[config.mk]
export PLATFORM = sky130hd
export DESIGN_NAME = min_max_normalizer_unit_flat
export DESIGN_NICKNAME = d
export VERILOG_FILES = /design/src/hdl/mmn_pkg.sv /design/src/hdl/mmn_in_if.sv /design/src/hdl/mmn_out_if.sv /design/src/hdl/mmn_div.sv /design/src/hdl/min_max_normalizer_unit.sv /design/src/flat_wrapper.sv
export VERILOG_INCLUDE_DIRS = /design/src /design/src/hdl
export SDC_FILE = /design/constraint.sdc
export NUM_CORES = 1
export LEC_CHECK = 0
export BUFFER_PORTS_ARGS = -buffer_cell sky130_fd_sc_hd__buf_4
export CORE_ASPECT_RATIO = 0.8
export CORE_UTILIZATION = 33
export CTS_CLUSTER_SIZE = 28
export DETAILED_ROUTE_END_ITERATION = 16
export PLACE_DENSITY = 0.53
export SYNTH_ARGS = -nofsm -noshare
export SYNTH_HDL_FRONTEND = slang
export SYNTH_HIERARCHICAL = 1
export SYNTH_SLANG_ARGS = --single-unit
export TNS_END_PERCENT = 30
[constraint.sdc]
create_clock -name clk -period 7.8 [get_ports clk]
set_input_delay 2.34 -clock clk [delete_from_list [all_inputs] [get_ports clk]]
set_output_delay 2.34 -clock clk [all_outputs]
set_load 0.01 [all_outputs]
[src/hdl/min_max_normalizer_unit_defines.svh]
// Assertion macros shared by the min-max normalizer RTL.
`ifndef MIN_MAX_NORMALIZER_UNIT_DEFINES_SVH
`define MIN_MAX_NORMALIZER_UNIT_DEFINES_SVH

`ifndef SYNTHESIS

// Same-cycle implication, disabled while reset is asserted.
`define MMN_ASSERT_NOW(lbl, clk, rst_n, ante, cons, msg) \
	lbl: assert property (@(posedge clk) disable iff (!rst_n) (ante) |-> (cons)) \
		else $error(msg);

// Next-cycle implication, disabled while reset is asserted.
`define MMN_ASSERT_NEXT(lbl, clk, rst_n, ante, cons, msg) \
	lbl: assert property (@(posedge clk) disable iff (!rst_n) (ante) |=> (cons)) \
		else $error(msg);

`else

`define MMN_ASSERT_NOW(lbl, clk, rst_n, ante, cons, msg)
`define MMN_ASSERT_NEXT(lbl, clk, rst_n, ante, cons, msg)

`endif

`endif

[src/hdl/mmn_pkg.sv]
// Types and constants of the min-max normalizer.
package mmn_pkg;

	localparam int BLOCK_DEPTH = 64;
	localparam int STORE_SLOTS = 64;
	localparam int IDX_W       = $clog2(STORE_SLOTS);
	localparam int FILL_W      = $clog2(BLOCK_DEPTH + 1);
	localparam int SAMPLE_W    = 16;
	localparam int NORM_W      = 17;
	localparam int QUO_BITS    = NORM_W;
	localparam int CNT_W       = $clog2(QUO_BITS + 1);
	localparam logic [NORM_W-1:0] Q_ONE = NORM_W'(65536);

	typedef enum logic [2:0] {
		S_IDLE,
		S_READ,
		S_START,
		S_DIV,
		S_PUSH
	} state_t;

	typedef struct packed {
		logic start;
	} div_ctrl_t;

	typedef struct packed {
		logic busy;
		logic done;
	} div_stat_t;

endpackage

[src/hdl/mmn_in_if.sv]
// Input stream interface: one signed sample and its end-of-block flag per transfer.
interface mmn_in_if;
	logic                                valid;
	logic                                ready;
	logic signed [mmn_pkg::SAMPLE_W-1:0] sample;
	logic                                is_last;

	modport source (output valid, output sample, output is_last, input ready);
	modport sink (input valid, input sample, input is_last, output ready);
endinterface

[src/hdl/mmn_out_if.sv]
// Output stream interface: one normalized value and its end-of-block flag per transfer.
interface mmn_out_if;
	logic                        valid;
	logic                        ready;
	logic [mmn_pkg::NORM_W-1:0]  norm_value;
	logic                        last_out;

	modport source (output valid, output norm_value, output last_out, input ready);
	modport sink (input valid, input norm_value, input last_out, output ready);
endinterface

[src/hdl/mmn_div.sv]
// Restoring divider producing the Q1.16 quotient dividend * 65536 / divisor, one bit per cycle.
`include "min_max_normalizer_unit_defines.svh"

module mmn_div (
	input  logic                                clk,
	input  logic                                arst_n,
	input  mmn_pkg::div_ctrl_t                  ctrl,
	input  logic [mmn_pkg::SAMPLE_W-1:0]        dividend,
	input  logic [mmn_pkg::SAMPLE_W-1:0]        divisor,
	output mmn_pkg::div_stat_t                  stat,
	output logic [mmn_pkg::NORM_W-1:0]          quotient
);

	logic                             busy_q;
	logic                             done_q;
	logic                             first_q;
	logic [mmn_pkg::CNT_W-1:0]        cnt_q;
	logic [mmn_pkg::SAMPLE_W:0]       rem_q;
	logic [mmn_pkg::SAMPLE_W-1:0]     dsr_q;
	logic [mmn_pkg::NORM_W-1:0]       quo_q;

	logic [mmn_pkg::SAMPLE_W:0]       cand;
	logic                             ge;
	logic [mmn_pkg::SAMPLE_W:0]       rem_nxt;

	// The first step takes the integer bit without a shift; the remainder stays
	// below the divisor afterwards, so the doubled value always fits.
	always_comb begin
		cand    = first_q ? rem_q : {rem_q[mmn_pkg::SAMPLE_W-1:0], 1'b0};
		ge      = cand >= {1'b0, dsr_q};
		rem_nxt = ge ? (cand - {1'b0, dsr_q}) : cand;
	end

	always_ff @(posedge clk or negedge arst_n) begin
		if (!arst_n) begin
			busy_q  <= 1'b0;
			done_q  <= 1'b0;
			first_q <= 1'b0;
			cnt_q   <= '0;
		end else begin
			done_q <= 1'b0;
			if (ctrl.start && !busy_q) begin
				busy_q  <= 1'b1;
				first_q <= 1'b1;
				cnt_q   <= mmn_pkg::CNT_W'(mmn_pkg::QUO_BITS);
			end else if (busy_q) begin
				first_q <= 1'b0;
				cnt_q   <= cnt_q - 1'b1;
				if (cnt_q == mmn_pkg::CNT_W'(1)) begin
					busy_q <= 1'b0;
					done_q <= 1'b1;
				end
			end
		end
	end

	always_ff @(posedge clk) begin
		if (ctrl.start && !busy_q) begin
			rem_q <= {1'b0, dividend};
			dsr_q <= divisor;
			quo_q <= '0;
		end else if (busy_q) begin
			rem_q <= rem_nxt;
			quo_q <= {quo_q[mmn_pkg::NORM_W-2:0], ge};
		end
	end

	assign stat.busy = busy_q;
	assign stat.done = done_q;
	assign quotient  = quo_q;

	`MMN_ASSERT_NOW(a_div_done_idle, clk, arst_n, done_q, !busy_q, "divider done while busy")
	`MMN_ASSERT_NOW(a_div_cnt_range, clk, arst_n, busy_q,
		(cnt_q != '0) && (cnt_q <= mmn_pkg::CNT_W'(mmn_pkg::QUO_BITS)), "divider count out of range")
	`MMN_ASSERT_NEXT(a_div_start_busy, clk, arst_n, ctrl.start && !busy_q, busy_q && first_q,
		"divider did not start")

endmodule

[src/hdl/min_max_normalizer_unit.sv]
// Min-max normalizer: buffers a block of samples and emits each as a Q1.16 fraction.
// Usage:
// The samples channel takes one signed 16-bit sample per transfer. The sample store
// keeps the block in arrival order while the running minimum and maximum follow it.
// A transfer with is_last set, or the one that fills the store to BLOCK_DEPTH
// entries, ends the block. The unit then stops taking samples and emits, on the
// results channel, one value (x - min) * 65536 / (max - min) per stored sample, in
// order, truncated, from 0 to 65536. The final value of the block carries last_out.
// If every sample of the block is equal the divisor is zero and each value is 0.
// Timing: in the idle state a sample that does not end a block is taken as soon
// as it is offered. Each result passes through a memory read, a setup state, the
// shared restoring divider (one quotient bit per cycle), its done flag and the
// load of the output register. The next block can start in the cycle after the
// last result is loaded.
// A stalled receiver holds the output register; the unit waits with the next
// quotient ready and loses nothing. Reset clears the control state, the fill count
// and the running minimum and maximum; the store needs no clearing since only
// entries written in the current block are read.
`include "min_max_normalizer_unit_defines.svh"

module min_max_normalizer_unit (
	input logic       clk,
	input logic       arst_n,
	mmn_in_if.sink    samples,
	mmn_out_if.source results
);

	mmn_pkg::state_t state_q, state_nxt;

	// Block bookkeeping.
	logic [mmn_pkg::FILL_W-1:0]          fill_q;
	logic [mmn_pkg::FILL_W-1:0]          fill_nxt;
	logic [mmn_pkg::FILL_W-1:0]          count_q;
	logic [mmn_pkg::IDX_W-1:0]           idx_q;
	logic signed [mmn_pkg::SAMPLE_W-1:0] min_q;
	logic signed [mmn_pkg::SAMPLE_W-1:0] max_q;

	// Sample store, written on each sample transfer and read at the emit index.
	logic signed [mmn_pkg::SAMPLE_W-1:0] store_mem [mmn_pkg::STORE_SLOTS];
	logic signed [mmn_pkg::SAMPLE_W-1:0] rd_data_q;

	// Output register.
	logic                        out_valid_q;
	logic [mmn_pkg::NORM_W-1:0]  norm_q;
	logic                        last_q;

	// Divider link.
	mmn_pkg::div_ctrl_t          div_ctrl;
	mmn_pkg::div_stat_t          div_stat;
	logic [mmn_pkg::NORM_W-1:0]  div_quo;
	logic [mmn_pkg::SAMPLE_W:0]  span_wide;
	logic [mmn_pkg::SAMPLE_W:0]  diff_wide;
	logic [mmn_pkg::SAMPLE_W-1:0] span;
	logic [mmn_pkg::SAMPLE_W-1:0] diff;

	logic accept;
	logic end_blk;
	logic push;
	logic last_idx;

	assign accept   = samples.valid && samples.ready;
	assign fill_nxt = fill_q + 1'b1;
	assign end_blk  = samples.is_last || (fill_nxt == mmn_pkg::FILL_W'(mmn_pkg::BLOCK_DEPTH));
	assign last_idx = ({1'b0, idx_q} + 1'b1) == count_q;
	assign push     = (state_q == mmn_pkg::S_PUSH) && (!out_valid_q || results.ready);

	// Both differences are non-negative once the block has its minimum and maximum,
	// and they stay below 65536, so the low 16 bits carry them exactly.
	assign span_wide = {max_q[mmn_pkg::SAMPLE_W-1], max_q} - {min_q[mmn_pkg::SAMPLE_W-1], min_q};
	assign diff_wide = {rd_data_q[mmn_pkg::SAMPLE_W-1], rd_data_q}
		- {min_q[mmn_pkg::SAMPLE_W-1], min_q};
	assign span      = span_wide[mmn_pkg::SAMPLE_W-1:0];
	assign diff      = diff_wide[mmn_pkg::SAMPLE_W-1:0];

	// Next-state logic of the emit sequencer.
	always_comb begin
		state_nxt = state_q;
		unique case (state_q)
			mmn_pkg::S_IDLE: begin
				if (accept && end_blk) state_nxt = mmn_pkg::S_READ;
			end
			mmn_pkg::S_READ:  state_nxt = mmn_pkg::S_START;
			mmn_pkg::S_START: state_nxt = mmn_pkg::S_DIV;
			mmn_pkg::S_DIV: begin
				if (div_stat.done) state_nxt = mmn_pkg::S_PUSH;
			end
			mmn_pkg::S_PUSH: begin
				if (push) state_nxt = last_idx ? mmn_pkg::S_IDLE : mmn_pkg::S_READ;
			end
			default: state_nxt = mmn_pkg::S_IDLE;
		endcase
	end

	// Sequencer outputs.
	always_comb begin
		samples.ready  = 1'b0;
		div_ctrl.start = 1'b0;
		unique case (state_q) inside
			mmn_pkg::S_IDLE:  samples.ready  = 1'b1;
			mmn_pkg::S_START: div_ctrl.start = 1'b1;
			mmn_pkg::S_READ, mmn_pkg::S_DIV, mmn_pkg::S_PUSH: begin
				samples.ready  = 1'b0;
				div_ctrl.start = 1'b0;
			end
			default: begin
				samples.ready  = 1'b0;
				div_ctrl.start = 1'b0;
			end
		endcase
	end

	always_ff @(posedge clk or negedge arst_n) begin
		if (!arst_n) begin
			state_q     <= mmn_pkg::S_IDLE;
			fill_q      <= '0;
			count_q     <= '0;
			idx_q       <= '0;
			min_q       <= '0;
			max_q       <= '0;
			out_valid_q <= 1'b0;
		end else begin
			state_q <= state_nxt;
			if (accept) begin
				// The first sample of a block seeds both extremes.
				if (fill_q == '0) begin
					min_q <= samples.sample;
					max_q <= samples.sample;
				end else begin
					if (samples.sample < min_q) min_q <= samples.sample;
					if (samples.sample > max_q) max_q <= samples.sample;
				end
				if (end_blk) begin
					fill_q  <= '0;
					count_q <= fill_nxt;
					idx_q   <= '0;
				end else begin
					fill_q <= fill_nxt;
				end
			end
			if (push) begin
				out_valid_q <= 1'b1;
				idx_q       <= idx_q + 1'b1;
			end else if (results.ready) begin
				out_valid_q <= 1'b0;
			end
		end
	end

	always_ff @(posedge clk) begin
		if (accept) store_mem[fill_q[mmn_pkg::IDX_W-1:0]] <= samples.sample;
		rd_data_q <= store_mem[idx_q];
	end

	// A zero span means all samples were equal; the quotient is then forced to 0.
	always_ff @(posedge clk) begin
		if (push) begin
			norm_q <= (span == '0) ? '0 : div_quo;
			last_q <= last_idx;
		end
	end

	mmn_div u_div (
		.clk      (clk),
		.arst_n   (arst_n),
		.ctrl     (div_ctrl),
		.dividend (diff),
		.divisor  (span),
		.stat     (div_stat),
		.quotient (div_quo)
	);

	assign results.valid      = out_valid_q;
	assign results.norm_value = norm_q;
	assign results.last_out   = last_q;

	`MMN_ASSERT_NEXT(a_block_end_stops_input, clk, arst_n, accept && end_blk, !samples.ready,
		"sample taken right after the end of a block")
	`MMN_ASSERT_NOW(a_norm_range, clk, arst_n, results.valid, results.norm_value <= mmn_pkg::Q_ONE,
		"normalized value above 1.0")
	`MMN_ASSERT_NOW(a_fill_range, clk, arst_n, 1'b1,
		fill_q < mmn_pkg::FILL_W'(mmn_pkg::BLOCK_DEPTH), "fill count reached the block depth")
	`MMN_ASSERT_NOW(a_start_free, clk, arst_n, div_ctrl.start, !div_stat.busy,
		"divider started while busy")
	`MMN_ASSERT_NOW(a_emit_index, clk, arst_n, state_q != mmn_pkg::S_IDLE,
		{1'b0, idx_q} < count_q, "emit index beyond the block")

endmodule

[src/flat_wrapper.sv]
// flat-port wrapper written by rule: the top's interface ports become plain ports
module min_max_normalizer_unit_flat 
  (clk, arst_n, samples_valid, samples_sample, samples_is_last, samples_ready, results_valid, results_norm_value, results_last_out, results_ready);
  mmn_in_if samples_i ();
  mmn_out_if results_i ();
  input logic clk;
  input logic arst_n;
  input wire logic [$bits(samples_i.valid)-1:0] samples_valid;
  input wire logic [$bits(samples_i.sample)-1:0] samples_sample;
  input wire logic [$bits(samples_i.is_last)-1:0] samples_is_last;
  output wire logic [$bits(samples_i.ready)-1:0] samples_ready;
  output wire logic [$bits(results_i.valid)-1:0] results_valid;
  output wire logic [$bits(results_i.norm_value)-1:0] results_norm_value;
  output wire logic [$bits(results_i.last_out)-1:0] results_last_out;
  input wire logic [$bits(results_i.ready)-1:0] results_ready;
  assign samples_i.valid = samples_valid;
  assign samples_i.sample = samples_sample;
  assign samples_i.is_last = samples_is_last;
  assign samples_ready = samples_i.ready;
  assign results_valid = results_i.valid;
  assign results_norm_value = results_i.norm_value;
  assign results_last_out = results_i.last_out;
  assign results_i.ready = results_ready;
  min_max_normalizer_unit u_core (.clk(clk), .arst_n(arst_n), .samples(samples_i), .results(results_i));
endmodule
# ---- Yosys cells after proc, flatten, opt, wreduce, memory -nomap -nowiden
# Memory sizes are Yosys's and may differ from the RTL's. A register that Yosys moved wholly into a read port is not among the register bits.
# Cells that the tools add are included.
dict set report word_totals {
  reg_bits 132
  ram_bits 1024
  in_bits 21
  output_inout_bits 20
  word_cells 93
  mem_count 1
}
# memory depth width read_ports rd_ports_with_merged_regs write_ports line
set memory_table {}
lappend memory_table {u_core.store_mem 64 16 1 1 1 min_max_normalizer_unit.sv:39} ;# logic signed [mmn_pkg::SAMPLE_W-1:0] store_mem [mmn_pkg::STORE_SLOTS];
dict set report op_classes {
  addsub 7
  n_lt_le_gt_ge 3
  eq_ne 10
  muxes 33
  reduce_logical 22
}
# op n
set ops {}
lappend ops {{$mux W16} 6}
lappend ops {{$mux W17} 2}
lappend ops {{$sub A16 B16 Y16} 2}
lappend ops {{$mux W6} 3}
lappend ops {{$ge A17 B16 Y1} 1}
lappend ops {{$sub A17 B16 Y17} 1}
lappend ops {{$gt A16 B16 Y1} 1}
lappend ops {{$logic_not A16 Y1} 1}
lappend ops {{$lt A16 B16 Y1} 1}
lappend ops {{$mux W1} 15}
lappend ops {{$pmux W3 S5} 1}
lappend ops {{$reduce_bool A2 Y1} 6}
lappend ops {{$mux W5} 2}
lappend ops {{$mux W3} 3}
lappend ops {{$reduce_and A2 Y1} 4}
lappend ops {{$add A6 B1 Y7 const B} 1}
lappend ops {{$add A7 B1 Y7 const B} 1}
lappend ops {{$eq A7 B7 Y1} 1}
lappend ops {{$eq A7 B7 Y1 const B} 1}
lappend ops {{$logic_not A7 Y1} 1}
lappend ops {{$mux W7} 1}
lappend ops {{$add A6 B1 Y6 const B} 1}
lappend ops {{$eq A3 B2 Y1 const B} 2}
lappend ops {{$eq A5 B1 Y1 const B} 1}
lappend ops {{other kinds (10)} 16}

# ---- Longest topological paths before layout
# Gate-level depths: netlist of the first run.
dict set report logic_depth {
  word_depth 6
  depth_mapped 13
  depth_no_buf 13
}

# ---- Modules after synthesis
# The synthesis of the first run kept the hierarchy.
# module instances cells_each area_per_inst_um2 seq_area_each_um2
set modules_own_cells {}
lappend modules_own_cells {min_max_normalizer_unit 1 2708 46004.1 33011.7}
lappend modules_own_cells {mmn_div 1 373 3614.7 1521.5}

# ---- Worst setup path after synthesis of the first run
# No wires, ideal clock.
dict set report synth_timing {
  kind {input port to flip-flop}
  startpoint {in samples_sample[9]}
  endpoint {reg u_core/max_q[4] (netlist bit)}
  setup_time_ns 0.126
  arrival_ns 4.327
  required_time_ns 7.674
  path_slack_ns 3.347
  path_stages 9
  path_buffers 1
  path_cell_list {ha_1 a21o_1 a21o_1 a21oi_1 o21ai_0 a221oi_1 clkbuf_1 nor2_1 a311o_1}
}
dict set report synth_via {
  elab_chain_cells 3
}
# element line
set synth_rtl {}
lappend synth_rtl {{from (decl)} flat_wrapper.sv:9} ;# input wire logic [$bits(samples_i.sample)-1:0] samples_sample;
lappend synth_rtl {{$gt A16 B16 Y1} min_max_normalizer_unit.sv:130} ;# if (samples.sample > max_q) max_q <= samples.sample;
lappend synth_rtl {{$reduce_bool A2 Y1 (no line)} -}
lappend synth_rtl {{$reduce_and A2 Y1 (no line)} -}
lappend synth_rtl {{to (signal assigned)} min_max_normalizer_unit.sv:127} ;# max_q <= samples.sample;
lappend synth_rtl {{to (signal assigned)} min_max_normalizer_unit.sv:130}
lappend synth_rtl {{to (decl)} min_max_normalizer_unit.sv:36} ;# logic signed [mmn_pkg::SAMPLE_W-1:0] max_q;
# No other way between the ends.
# A chain may end at the register's enable or synchronous reset.

# ---- Worst setup path after layout of the first run
dict set report layout_timing {
  startpoint {in samples_sample[1]}
  endpoint {reg u_core/max_q[11] (netlist bit)}
}
# Same word-level chain as after synthesis.

==> flow_summary.toml, run 1 <==
[outcome]
status = "completed"

[floorplanning]
rows = 126
initial_core_util_pct = 33.4
die_y_um = 349
dieArea_sq_um = 152000
core_sq_um = 148000
die_x_um = 436
io_pins = 41

[critical_path]
endpoint_kind = "register"
critPathMaxFanout = 32
cp.arrival_ns = 5.15
criticalPathCategory = "input port to register"
startpoint_type = "input port"
crit_required_ns = 8.42

[clocking]
cts_resized = 0
cts_max_level = 3
postCtsHoldBufs = 0
postCtsSetupBuffers = 0
root_buffer = "clkbuf_16"
cts_tree = "yes"
clock_latency_ns = 0.75
numCtsBuffers = 112
clock_path_buffers = 3
cts.clk_slew.worst_paths_ns = 0.06
clkSinkCount = 1172

[pwr]
pwr-share-comb_pct = 16.3
peakVddDrop_v = 0.000195
power.density_nw_per_um2 = 275
p_clk_share_pct = 36.7
pwr-share-seq_pct = 46.9
swShare_pct = 26.6
p_int_mw = 11.4
p_sw_mw = 4.12
leakage_nw = 17.6

[sta]
fin_ws_ns = 3.27
setup_violations = 0
clock_skew_ns = 0.0471
fmax_mhz = 221
fin_crit_sh_pct = 58.1
hold_ws_ns = 0.470
worst_pin_slew_ns = 1.21
rsz0062_at_grt = "no"
fin_crit_ns = 4.53
slew_violations = 0
tns_ns = 0
hold_viol_final = 0
relSlewSlack_pct = 19.5

[global_route]
antenna_found_initial = 6
grt.total_usage_pct = 17.5
grt_max_degree = 112
grt.overflow.total = 0
grt_pass1_wl_um = 195000
grt_pass1_vias = 26800

[placed_design]
io_buffer_count = 40
place_congestion = 0.811
dpl.hpwl_um = 80600
place_area_sq_um = 52500
dpl_worst_slack_ns = 2.50

[finish]
final_core_util_pct = 38.0
area_delta_synth_final_pct = 13.6
layout-drive-gt1-share_pct = 18.2
n_fill_cell = 13600
stdcell_area_sq_um = 56300
regArea_sq_um = 34500
layout.nets = 3257
multi_input_area_sq_um = 14200

[routing]
wl_met1_um = 66400
top_layer = "met4"
drtIter0Drc = 2950
drtPass1Iterations = 7
drc = 0
dr_wl_met2_um = 58100
postRouteAntennaNets = 0
num_vias = 28100
drt-total-wl_um = 135000
wire_per_inst_um = 25.8
dr_wl_met3_um = 7980
post_drt_via_cell_ratio = 5.36

[job]
maxCapViolations = 0

[hold_path]
hold_path_class = "register to register"

[yosys]
yosys_warnings = 6
synth_nets = 3187
synth_area_sq_um = 49600
syn-mean-instance-area_sq_um = 16.1
syn-instance-count = 3080
layout make-up:
type	count	share of cell area (%)
diodes	2	0.00888
clock buffers	144	5.37
clock inverters	67	1.46
inverters	76	0.506
multi-input cells	1664	25.2
flip-flops and latches	1172	61.3
well taps	1984	4.41
repair buffers	124	1.79
layer usage:
metal,vias up,track usage (%)
met5,-,0
met4,0,3.82
met3,138,2.96
met2,811,25.4
met1,14700,27.0
li1,12400,-
stage by stage:
stage	instances	power (mW)
after floorplan	3080	9.20
after global placement	5020	9.89
after detailed placement	5020	9.90
after CTS	5231	15.6
after global routing	5231	16.1
final	5233	15.5
state kept, by name, indices dropped and copies added, names as in the netlist, 7 cells and up:
signal                     flops
u_core/u_div/dsr_q            16
u_core/count_q                 7
u_core/max_q                  16
u_core/min_q                  16
u_core/store_mem            1024
u_core/u_div/quotient         17
u_core/u_div/rem_q            17
u_core/rd_data_q              16
u_core/results.norm_value     17
u_core/fill_q                  7
power by group through the flow:
stage	Combinational, mW	Sequential [mW]	Clock [mW]
6_report	2.52	7.27	5.69
5_1_grt	2.79	7.29	6.03
4_1_cts	2.52	7.26	5.81
3_5_place_dp	2.50	7.40	0
3_3_place_gp	2.49	7.40	0
2_1_floorplan	1.87	7.33	0
cell usage in the layout (no fill, tap or decap), drive strengths merged, types with 8 or more instances in the layout:
cell / count
nand2: 172
xor2: 17
a21oi: 173
a22oi: 16
bufinv: 14
edfxtp: 1074
nand4: 14
mux4: 144
a31oi: 11
nand2b: 32
o211ai: 20
mux2: 98
o21ai: 120
nor2b: 8
inv: 77
nand3: 50
clkbuf: 144
and3: 8
o221ai: 67
dfrtp: 64
buf: 124
a21boi: 21
nor3: 27
o21a: 13
xnor2: 26
mux2i: 195
clkinv: 47
ha: 83
o31ai: 12
nor2: 130
o22ai: 67
a311o: 16
a21o: 23
dfxtp: 34
path summary, 6_finish.rpt:
| path | from | end | slack, ns | depth (start not counted) |
|---|---|---|---|---|
| max | samples_sample[1] | u_core/max_q[11] | 3.27 | 10 |
| min | u_core/u_div/quotient[0] | u_core/u_div/quotient[1] | 0.47 | 2 |
| max reg2reg | u_core/idx_q[1] | u_core/rd_data_q[8] | 3.41 | 7 |
| min reg2reg | u_core/u_div/quotient[0] | u_core/u_div/quotient[1] | 0.47 | 2 |
| max in group asynchronous | arst_n | u_core/idx_q[0] | 5.27 | 2 |
| min in group asynchronous | arst_n | u_core/min_q[5] | 1.42 | 1 |
critical path, cell delays in order:
cell	delay, ns
buf_4	0.38
ha_1	0.33
nor2b_1	0.13
o21a_1	0.16
o21ai_0	0.13
nand2b_1	0.09
a221oi_2	0.72
buf_4	0.39
nor2_1	0.09
a311o_1	0.32
(Power assumes the default switching activity.)
==> inputs of run 2 (changes only) <==
==> constraint.sdc (replaced) <==
create_clock -name clk -period 4.2 [get_ports clk]
set_input_delay 1.26 -clock clk [delete_from_list [all_inputs] [get_ports clk]]
set_output_delay 1.26 -clock clk [all_outputs]
set_load 0.01 [all_outputs]
==> run 2 against run 1 <==
  * Clock skew grew 0.0036 ns
  * Cell area grew 1.5%
  * Utilization rose by 0.59 points
  * Final cell count is 1.6% higher
  * Non-clock buffer count rose by 80
  * Critical endpoint is now u_core/u_div/rem_q[11]
==> flow_summary.toml, run 2 (synthesized netlist as in run 1, its figures left out) <==
[outcome]
status = "completed"

[placed_design]
place_congestion = 0.834
placedCellCount = 5100
dpl.hpwl_um = 84800
io_buffer_count = 40

[routing]
drtIter0Drc = 2744
drc = 0
postRouteAntennaNets = 0
post_drt_via_cell_ratio = 5.30
drtPass1Iterations = 5
num_vias = 28200
drt-total-wl_um = 136000
wire_per_inst_um = 25.5

[global_route]
grt_pass1_vias = 27000
grt_max_degree = 99
grt_pass1_wl_um = 196000
antenna_found_initial = 18
grt.total_usage_pct = 17.7
grt.overflow.total = 0

[critical_path]
cp_slowest_cell = "dfrtp_1"
criticalPathCategory = "register to register"
setup.worst_path.end = "u_core/u_div/rem_q[11]"
r2r_cells = 8
worstPathCellList = "mux2_2, ha_1, nand4_1, nor2_1, o31ai_4, a21boi_2, nor3_1, a211o_1"
r2r-end = "u_core/u_div/rem_q[11]"
cp.arrival_ns = 4.08
reg2reg_from = "u_core/u_div/first_q"
slowest_delay_ns = 0.83
startpoint_type = "register"
critPathMaxFanout = 17
crit_required_ns = 4.67
ff2ff_setup_slack_ns = 0.60
endpoint_kind = "register"
startpoint = "u_core/u_div/first_q"

[sta]
fmax_mhz = 278
hold_viol_final = 0
fin_crit_ns = 3.60
worst_pin_slew_ns = 0.954
rsz0062_at_grt = "no"
tns_ns = 0
setup_violations = 0
relSlewSlack_pct = 36.1
clock_skew_ns = 0.0507
slew_violations = 0
fin_crit_sh_pct = 85.8

[finish]
layout.nets = 3338
layout-drive-gt1-share_pct = 20.0
mostFrequentLayoutCell = "edfxtp_1"
largest_register_ff_count = 1024
instances_no_fill = 5315
mostFrequentLayoutCells = "1074 x edfxtp_1, 195 x mux2i_1, 172 x a21oi_1"
n_fill_cell = 13600
area_delta_synth_final_pct = 15.3

[clocking]
cts_tree = "yes"
cts_resized = 0
clock_path_buffers = 3
root_buffer = "clkbuf_16"
cts.clk_slew.worst_paths_ns = 0.06
numCtsBuffers = 113
postCtsSetupBuffers = 0
postCtsHoldBufs = 0
clkSinkCount = 1172
cts_max_level = 3
clock_latency_ns = 0.76

[pwr]
pwr-share-seq_pct = 47.2
leakage_nw = 18.1
swShare_pct = 26.6
p_int_mw = 21.0
power.density_nw_per_um2 = 499
p_clk_share_pct = 36.1
p_sw_mw = 7.61
pwr-share-comb_pct = 16.7
peakVddDrop_v = 0.000366

[hold_path]
hold_path_class = "register to register"

[floorplanning]
initial_core_util_pct = 33.4
dieArea_sq_um = 152000
rows = 126
io_pins = 41
die_x_um = 436
core_sq_um = 148000
die_y_um = 349

[job]
maxCapViolations = 0
-- run 2: through the flow --
step,setup slack (ns),total power [mW],utilization [%],hold WS [ns],instance area (sq um)
floorplan,0.827,17.1,-,0.441,49600
global placement,0.624,18.4,36.0,0.461,53500
detailed placement,0.608,18.5,36.0,0.470,53500
CTS,0.618,28.8,38.6,0.486,57200
global route,0.377,29.7,38.6,0.511,57200
finish,0.597,28.6,38.6,0.481,57200
-- run 2: how the worst min path moves through the flow --
stage,depth (start not counted),to,from
2_1_floorplan,2,u_core/u_div/quotient[1],u_core/u_div/quotient[0]
3_3_place_gp,2,u_core/u_div/quotient[11],u_core/u_div/quotient[10]
3_5_place_dp,1,u_core/u_div/done_q,u_core/u_div/cnt_q[4]
4_1_cts,2,u_core/u_div/quotient[1],u_core/u_div/quotient[0]
5_1_grt,2,u_core/u_div/quotient[1],u_core/u_div/quotient[0]
6_report,2,u_core/u_div/quotient[10],u_core/u_div/quotient[9]
-- run 2: layout make-up --
| type | instances | area, sq um | share of cell area [%] |
|---|---|---|---|
| Antenna cell | 6 | 15.0 | 0.0262 |
| Clock inverter | 67 | 734 | 1.28 |
| Sequential cell | 1172 | 34500 | 60.4 |
| Clock buffer | 142 | 3000 | 5.24 |
| Timing Repair Buffer | 204 | 1980 | 3.46 |
| Tap cell | 1984 | 2480 | 4.34 |
| Multi-Input combinational cell | 1664 | 14200 | 24.8 |
| Inverter | 76 | 285 | 0.499 |
-- run 2: routing by layer --
layer  global-route usage, %  vias to the layer above  share of wire [%]
met5                       0                        -              0.030
met3                    3.34                      144                7.0
met4                    3.66                        6                1.7
met1                    27.3                    14600                 49
li1                        -                    12500                  -
met2                    25.6                      837                 43
-- run 2: worst max-delay path: cells and delay by family (launching register included) --
kind / cells / cell delay, ns
fa+ha+maj: 1 / 0.38
simple gates: 3 / 0.49
compound gates: 3 / 1.20
flops: 1 / 0.83
mux: 1 / 0.44
-- run 2: power groups by stage --
stage,clock network (mW),registers [mW],logic [mW]
floorplan,0,13.6,3.47
global placement,0,13.7,4.70
detailed placement,0,13.7,4.73
CTS,10.5,13.5,4.75
global route,11.0,13.5,5.27
finish,10.3,13.5,4.76
